**src/rtl/chr_pkg.sv**
```systemverilog
// types and constants shared by the hash ring modules
package chr_pkg;
   localparam int RING_POINTS     = 1024;
   localparam int PT_W            = 10;
   localparam int CNT_W           = 11;
   localparam int MAX_MACHINES    = 256;
   localparam int ID_W            = 8;
   localparam int MAX_POINTS_EACH = 16;
   localparam int K_W             = 5;
   localparam int LFSR_W          = 16;
   localparam logic [LFSR_W-1:0] LFSR_TAPS = 16'hB400;
   localparam int CSR_IDX_W       = 2;
   localparam int CSR_DATA_W      = 16;

   localparam logic [CSR_IDX_W-1:0] CSR_RING_SIZE = 2'd0;
   localparam logic [CSR_IDX_W-1:0] CSR_PPM       = 2'd1;
   localparam logic [CSR_IDX_W-1:0] CSR_SEED      = 2'd2;

   localparam logic KIND_ADD  = 1'b0;
   localparam logic KIND_LOOK = 1'b1;

   localparam logic [1:0] ST_OK    = 2'd0;
   localparam logic [1:0] ST_EMPTY = 2'd1;
   localparam logic [1:0] ST_FULL  = 2'd2;

   typedef struct packed {
      logic            kind;
      logic [ID_W-1:0] node_id;
      logic [PT_W-1:0] hash_code;
   } req_type;

   typedef struct packed {
      logic [PT_W-1:0] point;
      logic [ID_W-1:0] owner_id;
      logic [1:0]      status;
      logic            last;
   } rsp_type;

   typedef struct packed {
      logic            taken;
      logic [ID_W-1:0] owner;
   } entry_type;
endpackage

```
**src/rtl/chr_mod_unit.sv**
```systemverilog
// bit-serial remainder of the lfsr value by the ring size
module chr_mod_unit import chr_pkg::*; (
   input  logic              clock,
   input  logic              reset,
   input  logic              start,
   input  logic [LFSR_W-1:0] dividend,
   input  logic [CNT_W-1:0]  divisor,
   output logic              done,
   output logic [CNT_W-1:0]  remainder
);
   localparam int STEP_W = $clog2(LFSR_W);

   logic              busy_ff;
   logic              done_ff;
   logic [STEP_W-1:0] step_ff;
   logic [LFSR_W-1:0] dvd_ff;
   logic [CNT_W-1:0]  rem_ff;
   logic [CNT_W:0]    trial;
   logic [CNT_W-1:0]  rem_in;

   always_comb begin
      trial = {rem_ff, dvd_ff[LFSR_W-1]};
      if (trial >= {1'b0, divisor}) begin
         rem_in = CNT_W'(trial - {1'b0, divisor});
      end else begin
         rem_in = trial[CNT_W-1:0];
      end
   end

   always_ff @(posedge clock) begin
      if (reset) begin
         busy_ff <= 1'b0;
         done_ff <= 1'b0;
         step_ff <= '0;
      end else begin
         done_ff <= 1'b0;
         if (start) begin
            busy_ff <= 1'b1;
            step_ff <= '0;
            dvd_ff  <= dividend;
            rem_ff  <= '0;
         end else if (busy_ff) begin
            rem_ff  <= rem_in;
            dvd_ff  <= {dvd_ff[LFSR_W-2:0], 1'b0};
            step_ff <= step_ff + 1'b1;
            if (step_ff == STEP_W'(LFSR_W - 1)) begin
               busy_ff <= 1'b0;
               done_ff <= 1'b1;
            end
         end
      end
   end

   assign done      = done_ff;
   assign remainder = rem_ff;
endmodule

```
**config.mk**
```make
export PLATFORM = sky130hd
export DESIGN_NAME = chr_mod_unit
export DESIGN_NICKNAME = d
export VERILOG_FILES = /design/src/rtl/chr_pkg.sv /design/src/rtl/chr_mod_unit.sv
export SDC_FILE = /design/constraint.sdc
export NUM_CORES = 1
export LEC_CHECK = 0
export BUFFER_PORTS_ARGS = -buffer_cell sky130_fd_sc_hd__buf_2
export CORE_ASPECT_RATIO = 1.5
export CORE_MARGIN = 2
export CORE_UTILIZATION = 45
export DETAILED_ROUTE_END_ITERATION = 8
export GPL_ROUTABILITY_DRIVEN = 0
export PLACE_DENSITY_LB_ADDON = 0.12
export SETUP_SLACK_MARGIN = 0.02
export SYNTH_ARGS = -nofsm -noshare
export SYNTH_HDL_FRONTEND = slang
export SYNTH_SLANG_ARGS = --single-unit
export TNS_END_PERCENT = 50
```
**constraint.sdc**
```tcl
create_clock -name clock -period 7.4 [get_ports clock]
set_input_delay 1.11 -clock clock [delete_from_list [all_inputs] [get_ports clock]]
set_output_delay 1.11 -clock clock [all_outputs]
set_load 0.01 [all_outputs]
```
==> reports/qor.txt <==
status: complete, no violations
total CTS buffers: 5
synthesized area per cell: 10.81 µm²
Worst-path clk slew: 0.08 ns
vias in the first global route: 1557
final cycle utilization of the critical path: 0.4229
core footprint: 4209 µm²
post-route setup slack: 4.270 ns
drt pass-1 iters: 4
slew margin rel.: 0.5814
number of synthesized flops with an enable pin: 27
pin count of the biggest net entering global routing: 33
Die H: 84.97 µm
kind of critical path: in -> reg
final core occ: 0.5541
drt total wl: 4.126 mm
leading cell type in the layout, fill and taps excluded: buf_2
grt ovf: 0
YS warnings: 0
initial antenna violation count: 0
Pint: 372.2 µW
required time worst endpoint: 7.54 ns
dpl ws: 3.978 ns
global-route wire length before repair: 6.658 mm
H-Tree Level Count: 2
pins over their slew limit: 0
Final Power: 521.2 µW
CP Cell Sequence: buf_2 -> ha_1 -> fa_1 -> nand2b_1 -> a21oi_2 -> o21ai_1 -> a21o_1 -> or3_1 -> a21oi_1
Sw Ratio: 0.2860
RSZ-0062 raised after global routing: no
Final Skew: 0.01082 ns
CTS root buffer: clkbuf_8
commonest non-fill, non-tap cells in the layout: buf_2 (41), edfxtp_1 (27), nor2_1 (17)
Synth Cell Area: 1967 µm²
Sw Pwr: 149.1 µW
WP data arrival: 3.27 ns
clock sinks: 33
Inserted Diodes: 0
Flop pwr share: 0.434
Seq/Total Area, Yosys: 0.4733
final instance area: 2332 µm²
Post-Synthesis Cells: 182
Cell variety after synth: 43
dpl cell area: 2217 µm²
max_cap viols: 0
die area: 4927 µm²
gr usage total: 0.1740
DP HPWL: 2.976 mm
Post-CTS Hold Fix Bufs: 0
NumNets Final: 270
Post-CTS Setup Bufs: 0
Net Count, Synth: 225
port bufs: 41
worst hold path class: reg -> reg
# DRC: 0
Worst Setup Start Kind: input pin
Core Rows: 29
endpoints failing setup: 0
vias per cell: 5.679
# IOs: 42
Worst path slowest cell: or3_1
First DRT Iteration DRCs: 44
CTS tree: done
Initial Util: 0.4673
CP bufs+invs: 1
Gate power share: 0.231
slew of the pin with the lowest slew margin: 0.6279 ns
Synth Flop Type: edfxtp_1
clk buf depth: 2
die width: 57.98 µm
crit path time final: 3.130 ns
power share of the clock group: 0.335
setup TNS: 0 ns
Worst Path Max Fanout: 12
f_max: 0.3195 GHz
area grow syn2layout: 18.58%
DR vias: 1556
# resized after CTS: 0
cell family with most CP delay: compound AO/OA/AOI/OAI gates
clk_lat worst skew: 0.29 ns
Post-synth ARST share: 0
Detail Route Antenna Nets: 0
crit path capture type: flop
share of cells above drive strength 1: 0.3246
Leakage: 0.9759 nW
Peak VDD IR: 0.1982 mV
crit-path max cell delay: 0.41 ns
Hold Vio Cnt, Final: 0
Wirelength per Cell: 15.06 µm
PD cells: 223.5 nW/µm²
#FFs+latches synth: 33
==> cell type report <==
cell class | count | area [µm²]
Multi-Input combinational cell | 129 | 955.9
Inverter | 16 | 60.06
Clock buffer | 5 | 68.82
Timing Repair Buffer | 42 | 212.7
Clock inverter | 3 | 46.29
Tap cell | 46 | 57.56
Fill cell | 365 | 1877
Sequential cell | 33 | 930.9
==> stage by stage <==
stage | cells | hold slack, ns
2_1_floorplan | 182 | 0.4633
3_3_place_gp | 266 | 0.4827
3_5_place_dp | 266 | 0.4957
4_1_cts | 274 | 0.5080
5_1_grt | 274 | 0.5373
6_report | 274 | 0.5054
==> cell usage after synthesis (2+ instances only) <==
cell / instances / area share
edfxtp_1: 27 / 0.41
nor2_1: 18 / 0.034
inv_1: 16 / 0.031
mux2_2: 15 / 0.086
ha_1: 12 / 0.076
a21oi_1: 10 / 0.025
nand2_1: 10 / 0.019
dfxtp_1: 6 / 0.061
nor3_1: 5 / 0.013
o21a_1: 5 / 0.019
o21ai_0: 5 / 0.013
a21oi_2: 4 / 0.018
nand4_1: 4 / 0.013
a211oi_1: 3 / 0.011
nand3_1: 3 / 0.0076
o31a_1: 3 / 0.013
or3_1: 3 / 0.0095
xor2_1: 3 / 0.013
a21o_1: 2 / 0.0076
a311oi_1: 2 / 0.0089
clkbuf_1: 2 / 0.0038
nand2b_1: 2 / 0.0064
nand3b_1: 2 / 0.0076
==> registers in the layout (all words and copies together) (netlist names) <==
name / count
busy_ff: 1
done: 1
dvd_ff: 16
step_ff: 4
remainder: 11
==> power groups by stage <==
stage	logic [mW]	clock network [mW]	registers, mW
finish	0.121	0.174	0.226
global route	0.134	0.185	0.228
CTS	0.120	0.178	0.226
detailed placement	0.119	0	0.230
global placement	0.116	0	0.230
floorplan	0.0861	0	0.231
==> layer usage <==
metal	wire length (µm)	vias to the layer above	track usage
li1	-	760	-
met1	1696	736	0.1855
met2	2119	51	0.3099
met3	200	9	0.03811
met4	109	0	0.09302
met5	0	-	0
==> kinds of logic after synthesis <==
logic type | after synthesis | synth area share
AOI/OAI and AO/OA | 39 | 0.1399
xor gates and xnor gates | 4 | 0.01781
adders and majority gates | 13 | 0.08651
buffers and inverters | 20 | 0.04199
DFF | 33 | 0.4733
muxes | 16 | 0.09097
and+or+nand+nor | 57 | 0.1495
==> tightest hold or removal path: stages, from the launching register on <==
cell and delay (ns):
dfxtp_1 0.32, nand2_1 0.08, nor3_1 0.05
==> path summary, 6_finish.rpt <==
kind                                                   end  cells past startpoint                    start  slack (ns)
worst min-delay path                       done$_SDFF_PP0_                      2  step_ff[3]$_SDFFE_PP0P_        0.51
worst max-delay path            remainder[4]$_SDFFCE_PP0P_                      9               divisor[0]        4.27
worst max register to register  remainder[4]$_SDFFCE_PP0P_                      9     dvd_ff[15]$_DFFE_PP_        4.81
worst min register to register             done$_SDFF_PP0_                      2  step_ff[3]$_SDFFE_PP0P_        0.51
Power figures use the tool's default switching activity.
